<file path="config.mk">
export PLATFORM = sky130hd
export DESIGN_NAME = cas_back
export DESIGN_NICKNAME = d
export VERILOG_FILES = /design/src/rtl/cas_pkg.sv /design/src/rtl/cas_back.sv
export SDC_FILE = /design/constraint.sdc
export NUM_CORES = 1
export LEC_CHECK = 0
export CAP_MARGIN = 20
export CORE_ASPECT_RATIO = 0.6
export CORE_MARGIN = 2
export CORE_UTILIZATION = 60
export CTS_CLUSTER_SIZE = 8
export DETAILED_ROUTE_END_ITERATION = 12
export DONT_BUFFER_PORTS = 1
export GPL_TIMING_DRIVEN = 0
export PLACE_DENSITY = 0.82
export SYNTH_ARGS = -nofsm -noshare
export SYNTH_HDL_FRONTEND = slang
export SYNTH_SLANG_ARGS = --single-unit
</file>
<file path="constraint.sdc">
create_clock -name i_clk -period 17.14 [get_ports i_clk]
set_input_delay 1.714 -clock i_clk [delete_from_list [all_inputs] [get_ports i_clk]]
set_output_delay 1.714 -clock i_clk [all_outputs]
set_load 0.05 [all_outputs]
</file>
<file path="src/rtl/cas_pkg.sv">
// ----------------------------------------------------------------------------
// cas_pkg
// Shared constants, register codes and types of the 3D automaton step engine.
// ----------------------------------------------------------------------------
package cas_pkg;

    localparam int MAX_X = 256;
    localparam int MAX_Y = 256;
    localparam int MAX_Z = 4096;

    // Clamped size widths (1..MAX) and coordinate widths (0..MAX-1)
    localparam int SX_W = $clog2(MAX_X + 1);
    localparam int SY_W = $clog2(MAX_Y + 1);
    localparam int SZ_W = $clog2(MAX_Z + 1);
    localparam int X_W  = $clog2(MAX_X);
    localparam int Y_W  = $clog2(MAX_Y);
    localparam int Z_W  = $clog2(MAX_Z);

    localparam int PL_W  = SX_W + SY_W;
    localparam int TOT_W = PL_W + SZ_W;

    // Ring of recent cells, addressed by stream position modulo its length
    localparam int LAG_MAX  = MAX_X * MAX_Y + MAX_X + 1;
    localparam int RING_LEN = 2 * LAG_MAX + 2;
    localparam int RA_W     = $clog2(RING_LEN);

    // Configuration port
    localparam int LIM_W  = 5;
    localparam int CFG_W  = 13;
    localparam int CIDX_W = 3;

    localparam logic [CIDX_W-1:0] REG_DEATH  = 3'd0;
    localparam logic [CIDX_W-1:0] REG_BIRTH  = 3'd1;
    localparam logic [CIDX_W-1:0] REG_SIZE_X = 3'd2;
    localparam logic [CIDX_W-1:0] REG_SIZE_Y = 3'd3;
    localparam logic [CIDX_W-1:0] REG_SIZE_Z = 3'd4;

    localparam logic [LIM_W-1:0] DEATH_RST  = 5'd15;
    localparam logic [LIM_W-1:0] BIRTH_RST  = 5'd17;
    localparam logic [8:0]       SIZE_X_RST = 9'd256;
    localparam logic [8:0]       SIZE_Y_RST = 9'd256;
    localparam logic [12:0]      SIZE_Z_RST = 13'd256;

    // Neighborhood: row index = (dz+1)*3 + (dy+1), bit = row*3 + (dx+1)
    localparam int NROW   = 9;
    localparam int NB_W   = 27;
    localparam int CENTER = 13;

    // Queue between front and back; depth is a power of two
    localparam int QD   = 4;
    localparam int QA_W = $clog2(QD);
    localparam int QC_W = $clog2(QD + 1);

    // Output data layout
    localparam int OD_W      = 32;
    localparam int OD_X_LO   = 1;
    localparam int OD_Y_LO   = OD_X_LO + X_W;
    localparam int OD_Z_LO   = OD_Y_LO + Y_W;
    localparam int OD_USED   = OD_Z_LO + Z_W;

    typedef struct packed {
        logic              we;
        logic [CIDX_W-1:0] idx;
        logic [CFG_W-1:0]  data;
    } t_cfg_wr;

    typedef struct packed {
        logic [NB_W-1:0] nb;
        logic [X_W-1:0]  x;
        logic [Y_W-1:0]  y;
        logic [Z_W-1:0]  z;
        logic            last;
    } t_cell;

    typedef struct packed {
        logic  valid;
        t_cell entry;
    } t_push;

endpackage

</file>
<file path="src/rtl/cas_back.sv">
// ----------------------------------------------------------------------------
// cas_back
// Counts live neighbors, applies the survival and birth rule and holds the
// result in the output register.
// ----------------------------------------------------------------------------
module cas_back (
    input  logic                      i_clk,
    input  logic                      i_rst_n,
    input  cas_pkg::t_cfg_wr          i_cfg,
    input  cas_pkg::t_cell            i_head,
    input  logic [cas_pkg::QC_W-1:0]  i_q_count,
    output logic                      o_pop,
    output logic                      o_valid,
    input  logic                      i_ready,
    output logic [cas_pkg::OD_W-1:0]  o_data,
    output logic                      o_last
);

    localparam logic [cas_pkg::NB_W-1:0] NB_MASK = ~(cas_pkg::NB_W'(1) << cas_pkg::CENTER);

    logic [cas_pkg::LIM_W-1:0] r_death;
    logic [cas_pkg::LIM_W-1:0] r_birth;
    logic [4:0]                cnt;
    logic                      alive;
    logic                      next;

    assign o_pop = (i_q_count != '0) && (!o_valid || i_ready);

    always_comb begin
        cnt   = 5'($countones(i_head.nb & NB_MASK));
        alive = i_head.nb[cas_pkg::CENTER];
        next  = alive ? (cnt >= r_death) : (cnt > r_birth);
    end

    always_ff @(posedge i_clk) begin
        if (!i_rst_n) begin
            r_death <= cas_pkg::DEATH_RST;
            r_birth <= cas_pkg::BIRTH_RST;
            o_valid <= 1'b0;
        end else begin
            if (i_cfg.we && i_cfg.idx == cas_pkg::REG_DEATH) begin
                r_death <= i_cfg.data[cas_pkg::LIM_W-1:0];
            end
            if (i_cfg.we && i_cfg.idx == cas_pkg::REG_BIRTH) begin
                r_birth <= i_cfg.data[cas_pkg::LIM_W-1:0];
            end
            if (o_pop) begin
                o_valid <= 1'b1;
            end else if (i_ready) begin
                o_valid <= 1'b0;
            end
        end
        // Load on pop, hold otherwise
        if (o_pop) begin
            o_data <= {(cas_pkg::OD_W - cas_pkg::OD_USED)'(0),
                       i_head.z, i_head.y, i_head.x, next};
            o_last <= i_head.last;
        end
    end

endmodule

</file>
==> reports/metrics.yaml <==
status:
  status: "finished, final reports clean"
place:
  place.detailed.hpwl_mm: 3.53
  gp_congestion: 0.782
  port_buffers: 0
sta:
  skew_ns: 0.00493
  drv_slew: 0
  setup_tns_ns: 0
  slew_headroom_pct: 59.4
  fmax_mhz: 152
  grt_setup_unrepaired: "false"
  finalHoldViolCount: 0
  hold_ws_ns: 0.511
  setup_viol_count_final: 0
  finalCritPeriodShare_pct: 38.3
  fin_crit_ns: 6.57
  worstMarginPinSlew_ns: 0.608
critical_path:
  r2r_start: "o_valid"
  setup.worst_path.start_class: "input pin"
  cp_data_arrival_time_ns: 6.61
  worst_path_max_delay_cell: "fa_1"
  startpoint: "i_head[34]"
  crit_fanout: 2
  crit_top_cell: "fa_1"
  crit_required_ns: 17.18
  cpPeakStageDelay_ns: 0.56
  r2r_cells: 2
  cp_num_buf_inv: 2
  r2r_end: "o_data[20]"
  crit_path_cell_trace: "inv_1, fa_1, fa_1, fa_1, fa_1, fa_1, fa_1, inv_1, ha_1, fa_1, a21o_1, a21oi_1, xnor2_1, ha_1, o22ai_1, a21oi_1, a2bb2oi_1"
  cp_top_family: "adder cells"
  r2r_slack_ns: 15.48
  cp-end-kind: "register"
  crit_type: "input pin to register"
clock_tree:
  cts_tree: "done"
  root_buffer: "clkbuf_8"
  cts_setup_buffers: 0
  cts_made_buffers: 5
  cts_hold_buffers: 0
  cts.clk_slew.worst_paths_ns: 0.08
  htree_levels: 2
  cts_resized: 0
  cts.sinks: 41
  clkLatencyLatePin_ns: 0.29
  cts.path.max_buffers: 2
detailed_routing:
  drt-vias-per-instance: 5.36
  drt-initial-drc-count: 58
  wire_per_inst_um: 17.2
  wl_mm: 4.11
  vias: 1281
  firstDrtPassIters: 4
  drc: 0
  drtAntennaViolNets: 0
synthesis:
  ys_seq_area_share_pct: 49.8
  syn_area_sq_um: 2250
  synth.distinct_cells: 29
  yosysTopAreaCell: "edfxtp_1"
  synth_area_leaders: "edfxtp_1, fa_1, ha_1"
  syn_avg_cell_area_sq_um: 12.4
  synth_top_area_share_pct: 40.0
  netlist_instances: 181
  ys_ff_latch: 41
  ys_warn_count: 0
job:
  drv_cap: 0
hold_path:
  min_from: "r_death[1]"
  min_to: "r_death[1]"
  hp-class: "register to register"
  hold_path_depth: 2
global_routing:
  grt_max_degree: 26
  antenna_found_initial: 0
  first_global_vias: 1380
  grt_pass1_wl_mm: 6.64
  grt_usage_pct: 20.6
  grt-ovfl-total: 0
floorplan:
  fp.dieW_um: 83.1
  core_area_sq_um: 3640
  die_area_sq_um: 4270
  pin_count: 114
  die_y_um: 51.4
  start_util_pct: 61.9
  row_count: 17
finish:
  drive_above_1_share_pct: 6.77
  nFillCells: 272
  utilization_pct: 67.7
  area_growth_pct: 9.39
  n_antenna_cell: 0
  nNetsFinal: 307
pwr:
  power_mw: 0.564
  power_density_nw_per_um2: 229
  power.leakage_nw: 1.11
  max-vdd-ir-drop_uv: 107
cells in the final DEF, fill, tap and decap left out, types with 2 or more instances in the layout:
cell type  count
nor2_1         6
xnor2_1        2
buf_4          3
nor2b_1        6
clkbuf_1       2
a21oi_1        7
o211ai_1       5
conb_1         3
clkbuf_8       5
mux2i_1        2
dfxtp_1       11
edfxtp_1      30
nand2_1        8
inv_1         45
o21ai_0        2
a21o_1         2
ha_1          19
fa_1          18
where the power goes:
| part | switching, mW | internal [mW] | total [mW] |
|---|---|---|---|
| Sequential | 0.0265 | 0.117 | 0.144 |
| Combinational | 0.186 | 0.161 | 0.347 |
| Clock | 0.0305 | 0.0430 | 0.0735 |
synthesized netlist by cell type (all sizes together):
library cell   n
a21boi         1
a21o           2
a21oi          8
a2bb2oi        1
buf            4
clkbuf         1
conb           1
dfxtp         11
edfxtp        30
fa            18
ha            19
inv           45
mux2i          2
nand2          8
nand3          1
nor2           6
nor2b          6
nor3           1
nor3b          1
nor4b          1
nor4bb         1
o211ai         5
o21a           1
o21ai          2
o22ai          1
o31ai          1
xnor2          2
xor2           1
metal layers:
layer  up-vias  part of all wire [%]  global-route usage [%]
li1        597                     -                       -
met1       604                    39                    24.7
met2        80                    53                    37.0
met3         0                   7.6                    7.11
met4         0                     0                    4.37
met5         -                     0                       0
logic make-up (layout without fill, tap and decap cells):
logic type      after synthesis  count (layout)  share of synthesized area (%)
xor+xnor                      3               3                           1.17
fa+ha+maj                    37              37                           26.6
compound gates               22              22                           6.23
flops                        41              41                           49.8
simple gates                 25              25                           6.28
mux                           2               2                          0.889
buf+inv                      50              59                           8.89
other cells                   1               3                          0.167
stage by stage:
step	setup WS, ns	std cells	area [sq um]
6_report	10.57	239	2460
5_1_grt	10.42	239	2460
4_1_cts	10.56	239	2460
3_5_place_dp	10.24	231	2360
3_3_place_gp	10.34	230	2320
2_1_floorplan	10.53	183	2260
registers in the layout, summed over array words and instances (netlist names):
signal,flops
r_death,5
o_data,29
o_valid,1
o_last,1
r_birth,5
worst min-delay path, delay by kind of cell (launching register included):
family | cells | cell delay [ns]
compound gates | 1 | 0.09
flops | 1 | 0.30
buf+inv | 1 | 0.07
worst max path at each step:
stage          cells past startpoint         to
4_1_cts                           17  o_data[0]
3_3_place_gp                      17  o_data[0]
5_1_grt                           18  o_data[0]
6_report                          17  o_data[0]
3_5_place_dp                      17  o_data[0]
2_1_floorplan                     17  o_data[0]
layout make-up:
type,instances,area [sq um],area share [%]
multi-input combinational,92,948,38.5
sequential,41,1120,45.5
inverter,45,169,6.86
buffer,5,31.3,1.27
clock inverter,2,33.8,1.37
tap,47,58.8,2.39
clock buffer,6,72.6,2.95
timing repair buffer,1,27.5,1.12
No activity file was read; power rests on OpenSTA's default activity.
