File: src/rtl/cas_pkg.sv
// ----------------------------------------------------------------------------
// cas_pkg
// Shared constants, register codes and types of the 3D automaton step engine.
// ----------------------------------------------------------------------------
package cas_pkg;

    localparam int MAX_X = 256;
    localparam int MAX_Y = 256;
    localparam int MAX_Z = 4096;

    // Clamped size widths (1..MAX) and coordinate widths (0..MAX-1)
    localparam int SX_W = $clog2(MAX_X + 1);
    localparam int SY_W = $clog2(MAX_Y + 1);
    localparam int SZ_W = $clog2(MAX_Z + 1);
    localparam int X_W  = $clog2(MAX_X);
    localparam int Y_W  = $clog2(MAX_Y);
    localparam int Z_W  = $clog2(MAX_Z);

    localparam int PL_W  = SX_W + SY_W;
    localparam int TOT_W = PL_W + SZ_W;

    // Ring of recent cells, addressed by stream position modulo its length
    localparam int LAG_MAX  = MAX_X * MAX_Y + MAX_X + 1;
    localparam int RING_LEN = 2 * LAG_MAX + 2;
    localparam int RA_W     = $clog2(RING_LEN);

    // Configuration port
    localparam int LIM_W  = 5;
    localparam int CFG_W  = 13;
    localparam int CIDX_W = 3;

    localparam logic [CIDX_W-1:0] REG_DEATH  = 3'd0;
    localparam logic [CIDX_W-1:0] REG_BIRTH  = 3'd1;
    localparam logic [CIDX_W-1:0] REG_SIZE_X = 3'd2;
    localparam logic [CIDX_W-1:0] REG_SIZE_Y = 3'd3;
    localparam logic [CIDX_W-1:0] REG_SIZE_Z = 3'd4;

    localparam logic [LIM_W-1:0] DEATH_RST  = 5'd15;
    localparam logic [LIM_W-1:0] BIRTH_RST  = 5'd17;
    localparam logic [8:0]       SIZE_X_RST = 9'd256;
    localparam logic [8:0]       SIZE_Y_RST = 9'd256;
    localparam logic [12:0]      SIZE_Z_RST = 13'd256;

    // Neighborhood: row index = (dz+1)*3 + (dy+1), bit = row*3 + (dx+1)
    localparam int NROW   = 9;
    localparam int NB_W   = 27;
    localparam int CENTER = 13;

    // Queue between front and back; depth is a power of two
    localparam int QD   = 4;
    localparam int QA_W = $clog2(QD);
    localparam int QC_W = $clog2(QD + 1);

    // Output data layout
    localparam int OD_W      = 32;
    localparam int OD_X_LO   = 1;
    localparam int OD_Y_LO   = OD_X_LO + X_W;
    localparam int OD_Z_LO   = OD_Y_LO + Y_W;
    localparam int OD_USED   = OD_Z_LO + Z_W;

    typedef struct packed {
        logic              we;
        logic [CIDX_W-1:0] idx;
        logic [CFG_W-1:0]  data;
    } t_cfg_wr;

    typedef struct packed {
        logic [NB_W-1:0] nb;
        logic [X_W-1:0]  x;
        logic [Y_W-1:0]  y;
        logic [Z_W-1:0]  z;
        logic            last;
    } t_cell;

    typedef struct packed {
        logic  valid;
        t_cell entry;
    } t_push;

endpackage

File: src/rtl/cas_queue.sv
// ----------------------------------------------------------------------------
// cas_queue
// Short queue of gathered cells between the front and the back.
// ----------------------------------------------------------------------------
module cas_queue (
    input  logic                     i_clk,
    input  logic                     i_rst_n,
    input  cas_pkg::t_push           i_push,
    input  logic                     i_pop,
    output cas_pkg::t_cell           o_head,
    output logic [cas_pkg::QC_W-1:0] o_count
);

    cas_pkg::t_cell           r_mem [cas_pkg::QD];
    logic [cas_pkg::QA_W-1:0] r_wp;
    logic [cas_pkg::QA_W-1:0] r_rp;
    logic [cas_pkg::QC_W-1:0] r_cnt;
    logic                     pop;

    assign pop     = i_pop && (r_cnt != '0);
    assign o_head  = r_mem[r_rp];
    assign o_count = r_cnt;

    always_ff @(posedge i_clk) begin
        if (i_push.valid) begin
            r_mem[r_wp] <= i_push.entry;
        end
        if (!i_rst_n) begin
            r_wp  <= '0;
            r_rp  <= '0;
            r_cnt <= '0;
        end else begin
            // Front only pushes when a slot is free
            if (i_push.valid) r_wp <= r_wp + cas_pkg::QA_W'(1);
            if (pop) r_rp <= r_rp + cas_pkg::QA_W'(1);
            r_cnt <= r_cnt + cas_pkg::QC_W'(i_push.valid) - cas_pkg::QC_W'(pop);
        end
    end

endmodule

File: config.mk
export PLATFORM = sky130hd
export DESIGN_NAME = cas_queue
export DESIGN_NICKNAME = d
export VERILOG_FILES = /design/src/rtl/cas_pkg.sv /design/src/rtl/cas_queue.sv
export SDC_FILE = /design/constraint.sdc
export NUM_CORES = 1
export LEC_CHECK = 0
export BUFFER_PORTS_ARGS = -buffer_cell sky130_fd_sc_hd__buf_4
export CAP_MARGIN = 20
export CORE_AREA = 2 2 193 119
export DETAILED_ROUTE_END_ITERATION = 8
export DIE_AREA = 0 0 195 121
export SKIP_LAST_GASP = 1
export SLEW_MARGIN = 30
export SYNTH_ARGS = -nofsm -noshare
export SYNTH_HDL_FRONTEND = slang
export SYNTH_SLANG_ARGS = --single-unit
File: constraint.sdc
create_clock -name i_clk -period 2.5 [get_ports i_clk]
set_clock_uncertainty 0.2 [all_clocks]
set_input_delay 0.5 -clock i_clk [delete_from_list [all_inputs] [get_ports i_clk]]
set_output_delay 0.5 -clock i_clk [all_outputs]
set_load 0.02 [all_outputs]
==> impl_metrics.yaml, run 1 <==
floorplanning:
  core_area_um2: 21800
  die_h_um: 121
  ioPinCount: 119
  effective_utilization_at_floorplan_pct: 39.4
  chipWidth_um: 195
  num_rows: 42
  fp.dieArea_um2: 23600
power:
  share_of_total_power_in_the_clock_network_pct: 31.0
  worst_ir_drop_vdd_mv: 0.627
  power_frac_comb_pct: 25.1
  power_density_nw_per_um2: 916
  seqPwrFrac_pct: 43.9
  internal_power_w: 0.00778
  leakage_power_figure_nw: 3.91
  finalPower_w: 0.0104
  switchingPower_w: 0.00265
  power.share.switching_pct: 25.4
timing:
  fin_ws_ns: -0.0731
  holdWs_ns: 0.0252
  totalNegativeSetupSlack_ns: -1.64
  finalCritPeriodShare_pct: 103
  setup_viol_count_final: 45
  max-slew-margin-rel_pct: 64.9
  drv_slew: 0
  grt_setup_unrepaired: "yes"
  worst_pin_slew_ns: 0.521
  fin_crit_ns: 2.57
  maxClockFrequency_mhz: 389
  timing_hold_violations_final: 0
layout:
  finish.instance_area_um2: 11400
  ratio_of_cells_with_drive_above_1_in_the_final_layout_pct: 42.4
  num-nets-final: 606
  antenna_cells: 0
  area_growth_syn_to_layout_pct: 32.6
cts:
  clkTransAtPathRegs_ns: 0.06
  cts-buffers-inserted: 23
  cts_max_level: 1
  clockBufferDepth: 3
  root_cell_of_the_clock_tree: "sky130_fd_sc_hd__clkbuf_16"
  clkSinkCount: 233
  cts_tree: "yes"
  clkLatencyLatePin_ns: 0.49
synth:
  synthesis.area_um2: 8580
  synth_area_leaders: "sky130_fd_sc_hd__edfxtp_1 (78%), sky130_fd_sc_hd__mux4_2 (15%), sky130_fd_sc_hd__dfxtp_1 (2.1%), sky130_fd_sc_hd__buf_12 (0.93%), sky130_fd_sc_hd__ha_1 (0.88%)"
  ys.warnings.count: 0
  yosys.area.top_type: "sky130_fd_sc_hd__edfxtp_1"
  ys_ff_latch: 233
  postSynthNetCount: 402
  netlist-cell-type-count: 20
  synthCells: 335
  share_of_the_yosys_chip_area_belonging_to_registers_pct: 80.5
  avgSynthCellArea_um2: 25.6
  yosysTopAreaCellShare_pct: 78.4
critical_path:
  cp_data_arrival_time_ns: 1.87
  maximum_fanout_along_the_worst_path: 6
  crit_path_max_incr_delay_ns: 0.50
  setup.worst_path.end_class: "output pin"
  critPathKind: "reg2out"
  critical_path.slowest_cell: "sky130_fd_sc_hd__mux4_2"
  setup.worst_path.start_class: "register"
  sequence_of_cells_on_the_critical_path: "buf_6 -> clkbuf_16 -> mux4_2 -> buf_4"
  cp_data_required_time_ns: 1.80
job:
  number_of_violations_of_the_max_capacitance_limit: 0
global_routing:
  globalRouteTotalUtil_pct: 13.8
  grt_start_max_net_pins: 43
  global_route.overflow_total: 0
  first_pass_grt_wire_length_um: 24700
  initial_antenna_violation_count: 0
  first_global_vias: 4371
routing:
  detail_route.iter0.violations: 241
  post_route_antenna_net_violation_count: 0
  via_count: 4065
  routed_wirelength_um: 16500
  detail_route.wl_per_cell_um: 19.6
  drc_errors: 0
  drt_pre_antenna_iters: 4
  post_drt_via_cell_ratio: 4.84
run_status:
  outcome: "finished with violations"
  violated_checks: "setup timing"
place:
  gpl.final_weighted_congestion: 0.686
  pre_cts_slack_ns: 0.215
  numPortBuffers: 118
  placed_instance_area_um2: 9970
  detailed_placement_wirelength_estimate_um: 9670
min_path:
  worstHoldPathType: "in2reg"
[cells in the final DEF, fill, tap and decap left out, drive strengths merged]
master and instances:
o31a 1, ha 6, xor2 1, clkinvlp 2, o311ai 1, dlygate4sd3 50, inv 6, clkbuf 28
nand2b 2, and2 8, bufinv 2, buf 138, dfxtp 9, fa 1, nand2 2, nor2b 1
xnor3 1, mux2i 4, clkinv 11, edfxtp 224, mux4 56
[synth_stat cells]
| library cell | instances |
|---|---|
| sky130_fd_sc_hd__buf_4 | 1 |
| sky130_fd_sc_hd__fa_1 | 1 |
| sky130_fd_sc_hd__buf_6 | 1 |
| sky130_fd_sc_hd__edfxtp_1 | 224 |
| sky130_fd_sc_hd__o31a_1 | 1 |
| sky130_fd_sc_hd__buf_2 | 5 |
| sky130_fd_sc_hd__and2_1 | 8 |
| sky130_fd_sc_hd__clkbuf_1 | 1 |
| sky130_fd_sc_hd__xor2_1 | 1 |
| sky130_fd_sc_hd__nor2b_1 | 1 |
| sky130_fd_sc_hd__mux4_2 | 56 |
| sky130_fd_sc_hd__nand2b_1 | 2 |
| sky130_fd_sc_hd__inv_1 | 6 |
| sky130_fd_sc_hd__ha_1 | 6 |
| sky130_fd_sc_hd__o311ai_0 | 1 |
| sky130_fd_sc_hd__nand2_1 | 2 |
| sky130_fd_sc_hd__xnor3_1 | 1 |
| sky130_fd_sc_hd__dfxtp_1 | 9 |
| sky130_fd_sc_hd__mux2i_1 | 4 |
| sky130_fd_sc_hd__buf_12 | 4 |
[sequential cells by signal, indices dropped and copies added (netlist names), named ones only]
register  cells
o_count       3
r_mem       224
r_rp          2
r_wp          2
[power groups by stage]
stage	Sequential [W]	Combinational [W]	Clock [W]
2_1_floorplan	0.00467	0.00144	0
3_3_place_gp	0.00469	0.00228	0
3_5_place_dp	0.00470	0.00230	0
4_1_cts	0.00461	0.00245	0.00332
5_1_grt	0.00459	0.00279	0.00348
6_report	0.00458	0.00261	0.00323
[path summary, 6_finish.rpt]
path / startpoint / to / slack [ns] / cells past startpoint
max reg2reg: o_count[1] / o_count[2] / 0.28 / 7
min: i_push[27] / r_mem[0][27] / 0.03 / 1
max: register / o_head[21] / -0.07 / 4
min reg2reg: r_rp[1] / register / 0.31 / 2
[cell families after synthesis]
| logic type | share of synthesized area [%] |
|---|---|
| compound gates | 0.204 |
| xor+xnor | 0.365 |
| fa+ha+maj | 1.11 |
| buf+inv | 1.75 |
| flops | 80.5 |
| mux | 15.2 |
| simple gates | 0.890 |
[per-stage QoR]
stage               std cells  utilization [%]
finish                    840             52.3
global route              840             52.3
CTS                       826             51.3
detailed placement        742             45.8
global placement          742             45.8
floorplan                 335                -
[worst max-delay path, delay by kind of cell, from the launching register on]
family | cells | cell delay, ns
buffers and inverters | 3 | 0.51
DFF | 1 | 0.36
muxes | 1 | 0.50
[routing by layer]
layer	share of wire (%)	global-route usage, %	vias up	wire (um)
li1	-	-	1825	-
met4	1.1	2.53	0	187
met2	46	22.2	95	7570
met3	5.2	3.53	19	852
met1	48	19.3	2126	7860
met5	0	0	-	0
[cell type report]
type | instances | area [um2]
inverters | 6 | 22.5
clock inverters | 15 | 123
well taps | 286 | 358
repair buffers | 191 | 1850
clock buffers | 25 | 583
flip-flops and latches | 233 | 6910
multi-input cells | 84 | 1530
fillers | 1735 | 10400
[what timing repair did]
action	in CTS	in global routing
buffers inserted	1	4
hold endpoints to repair	169	28
hold buffers	43	7
setup endpoints to repair	51	55
gates resized for setup	16	8
gates cloned	0	3
Power figures use the tool's default switching activity.
==> run 2, diff against run 1 <==
--- a/config.mk
+++ b/config.mk
@@ -7,9 +7,10 @@
 export LEC_CHECK = 0
 export BUFFER_PORTS_ARGS = -buffer_cell sky130_fd_sc_hd__buf_4
 export CAP_MARGIN = 20
-export CORE_AREA = 2 2 193 119
+export CORE_AREA = 2 2 182 112
 export DETAILED_ROUTE_END_ITERATION = 8
-export DIE_AREA = 0 0 195 121
+export DIE_AREA = 0 0 184 114
+export PLACE_DENSITY = 0.67
 export SKIP_LAST_GASP = 1
 export SLEW_MARGIN = 30
 export SYNTH_ARGS = -nofsm -noshare
==> impl_metrics.yaml, run 2 (same netlist as run 1, synthesis figures left out) <==
cts:
  clkLatencyLatePin_ns: 0.49
  clkSinkCount: 233
  cts_tree: "yes"
  cts-buffers-inserted: 22
  clockBufferDepth: 3
  cts_max_level: 1
  root_cell_of_the_clock_tree: "sky130_fd_sc_hd__clkbuf_16"
  clkTransAtPathRegs_ns: 0.06
power:
  internal_power_w: 0.00780
  power_frac_comb_pct: 26.5
  share_of_total_power_in_the_clock_network_pct: 29.6
  worst_ir_drop_vdd_mv: 0.516
  power_density_nw_per_um2: 915
  finalPower_w: 0.0104
  leakage_power_figure_nw: 3.95
  seqPwrFrac_pct: 43.9
  power.share.switching_pct: 25.4
  switchingPower_w: 0.00265
floorplanning:
  core_area_um2: 19500
  chipWidth_um: 184
  die_h_um: 114
  num_rows: 40
  effective_utilization_at_floorplan_pct: 43.9
  ioPinCount: 119
  fp.dieArea_um2: 21000
critical_path:
  cp_data_arrival_time_ns: 1.87
  critical_path.slowest_cell: "sky130_fd_sc_hd__mux4_2"
  maximum_fanout_along_the_worst_path: 5
  regToRegSetupSlack_ns: 0.24
  worst_case_reg_to_reg_path_depth: 7
  critPathKind: "reg2out"
  cp_data_required_time_ns: 1.80
  worst_path_dominant_cell_family: "multiplexers"
  worst_path_most_repeated_cell: "sky130_fd_sc_hd__buf_6"
  path_buf_inv: 3
  setup.worst_path.start_class: "register"
  reg2reg_to: "o_count[2]"
  sequence_of_cells_on_the_critical_path: "buf_6 -> buf_12 -> mux4_2 -> buf_6"
  crit_path_max_incr_delay_ns: 0.56
  worstReg2RegStart: "o_count[1]"
  setup.worst_path.end_class: "output pin"
global_routing:
  groute.layer.met3.usage_pct: 3.86
  gr-usage-met2_pct: 26.7
  grt_start_max_net_pins: 33
  globalRouteTotalUtil_pct: 15.5
  grt_util_met1_pct: 20.2
  globalRoute.busiestLayer: "met2"
  first_pass_grt_wire_length_um: 24500
  first_global_vias: 4488
  initial_antenna_violation_count: 0
  global_route.overflow_total: 0
place:
  place_inst: 707
  numPortBuffers: 118
  detailed_placement_wirelength_estimate_um: 9190
  gpl.final_weighted_congestion: 0.776
  pre_cts_slack_ns: 0.179
routing:
  drc_errors: 0
  detail_route.iter0.violations: 285
  detail_route.wl_per_cell_um: 19.9
  drt_pre_antenna_iters: 4
  post_drt_via_cell_ratio: 5.11
  via_count: 4156
  post_route_antenna_net_violation_count: 0
  routed_wirelength_um: 16200
timing:
  holdWs_ns: 0.0294
  worst_pin_slew_ns: 0.504
  max-slew-margin-rel_pct: 66.4
  maxClockFrequency_mhz: 389
  fin_crit_ns: 2.57
  timing_hold_violations_final: 0
  grt_setup_unrepaired: "yes"
  drv_slew: 0
  setup_viol_count_final: 54
  fin_ws_ns: -0.0682
  finalCritPeriodShare_pct: 103
layout:
  area_growth_syn_to_layout_pct: 33.1
  num-nets-final: 612
  ratio_of_cells_with_drive_above_1_in_the_final_layout_pct: 42.2
  flip_flop_count_of_the_largest_register_all_copies_and_words_added: 224
  layout.cells.most_common_list: "sky130_fd_sc_hd__edfxtp_1 (224), sky130_fd_sc_hd__buf_4 (88), sky130_fd_sc_hd__mux4_2 (56), sky130_fd_sc_hd__dlygate4sd3_1 (53), sky130_fd_sc_hd__buf_6 (45)"
  fin_util_pct: 58.5
  max_flop_register: "r_mem"
  antenna_cells: 0
  final_cells: 813
  leading_cell_type_in_the_layout_fill_and_taps_excluded: "sky130_fd_sc_hd__edfxtp_1"
min_path:
  worstHoldPathType: "in2reg"
  hold_end: "r_mem[3][6]"
  holdCritStartpoint: "i_push[6]"
  timing.hold.worst_path_depth: 1
job:
  number_of_violations_of_the_max_capacitance_limit: 0
run_status:
  violated_checks: "setup timing"
  outcome: "finished with violations"
[run 2: worst max path at each step]
stage                   from  slack, ns  depth (start not counted)     endpoint
floorplan            r_wp[0]       0.01                          3  r_mem[2][0]
global placement       i_pop       0.25                          8   o_count[2]
detailed placement     i_pop       0.18                          8   o_count[2]
CTS                 register      -0.14                          4   o_head[11]
global route        register      -0.14                          4    o_head[8]
finish              register      -0.07                          4    o_head[0]
[run 2: timing repair]
item,in CTS,in global routing
hold endpoints to repair,209,0
pin swaps,0,0
resized for setup,9,40
hold buffers,53,0
gates cloned,1,4
setup buffers,6,2
endpoints found under the setup margin,50,54
[run 2: area by class of cell]
cell class	count	area [um2]
flip-flops and latches	233	6910
inverters	6	22.5
clock inverters	15	92.6
repair buffers	198	1970
fillers	1417	8100
clock buffers	25	583
multi-input cells	84	1530
well taps	252	315
[run 2: metrics by stage]
stage	cell area (um2)	TNS (ns)
after floorplan	8580	0
after global placement	9830	0
after detailed placement	9830	0
after CTS	11200	-4.69
after global routing	11400	-5.40
final	11400	-1.94
[run 2: layer usage]
metal	share of wire, %	vias to the layer above
met3	5.5	28
met4	2.3	0
met5	0	-
li1	-	1843
met1	44	2159
met2	49	126
[run 2: power groups by stage]
stage	clock network, W	registers [W]	logic [W]
after floorplan	0	0.00467	0.00144
after global placement	0	0.00468	0.00220
after detailed placement	0	0.00470	0.00224
after CTS	0.00320	0.00459	0.00250
after global routing	0.00335	0.00460	0.00293
final	0.00310	0.00459	0.00276
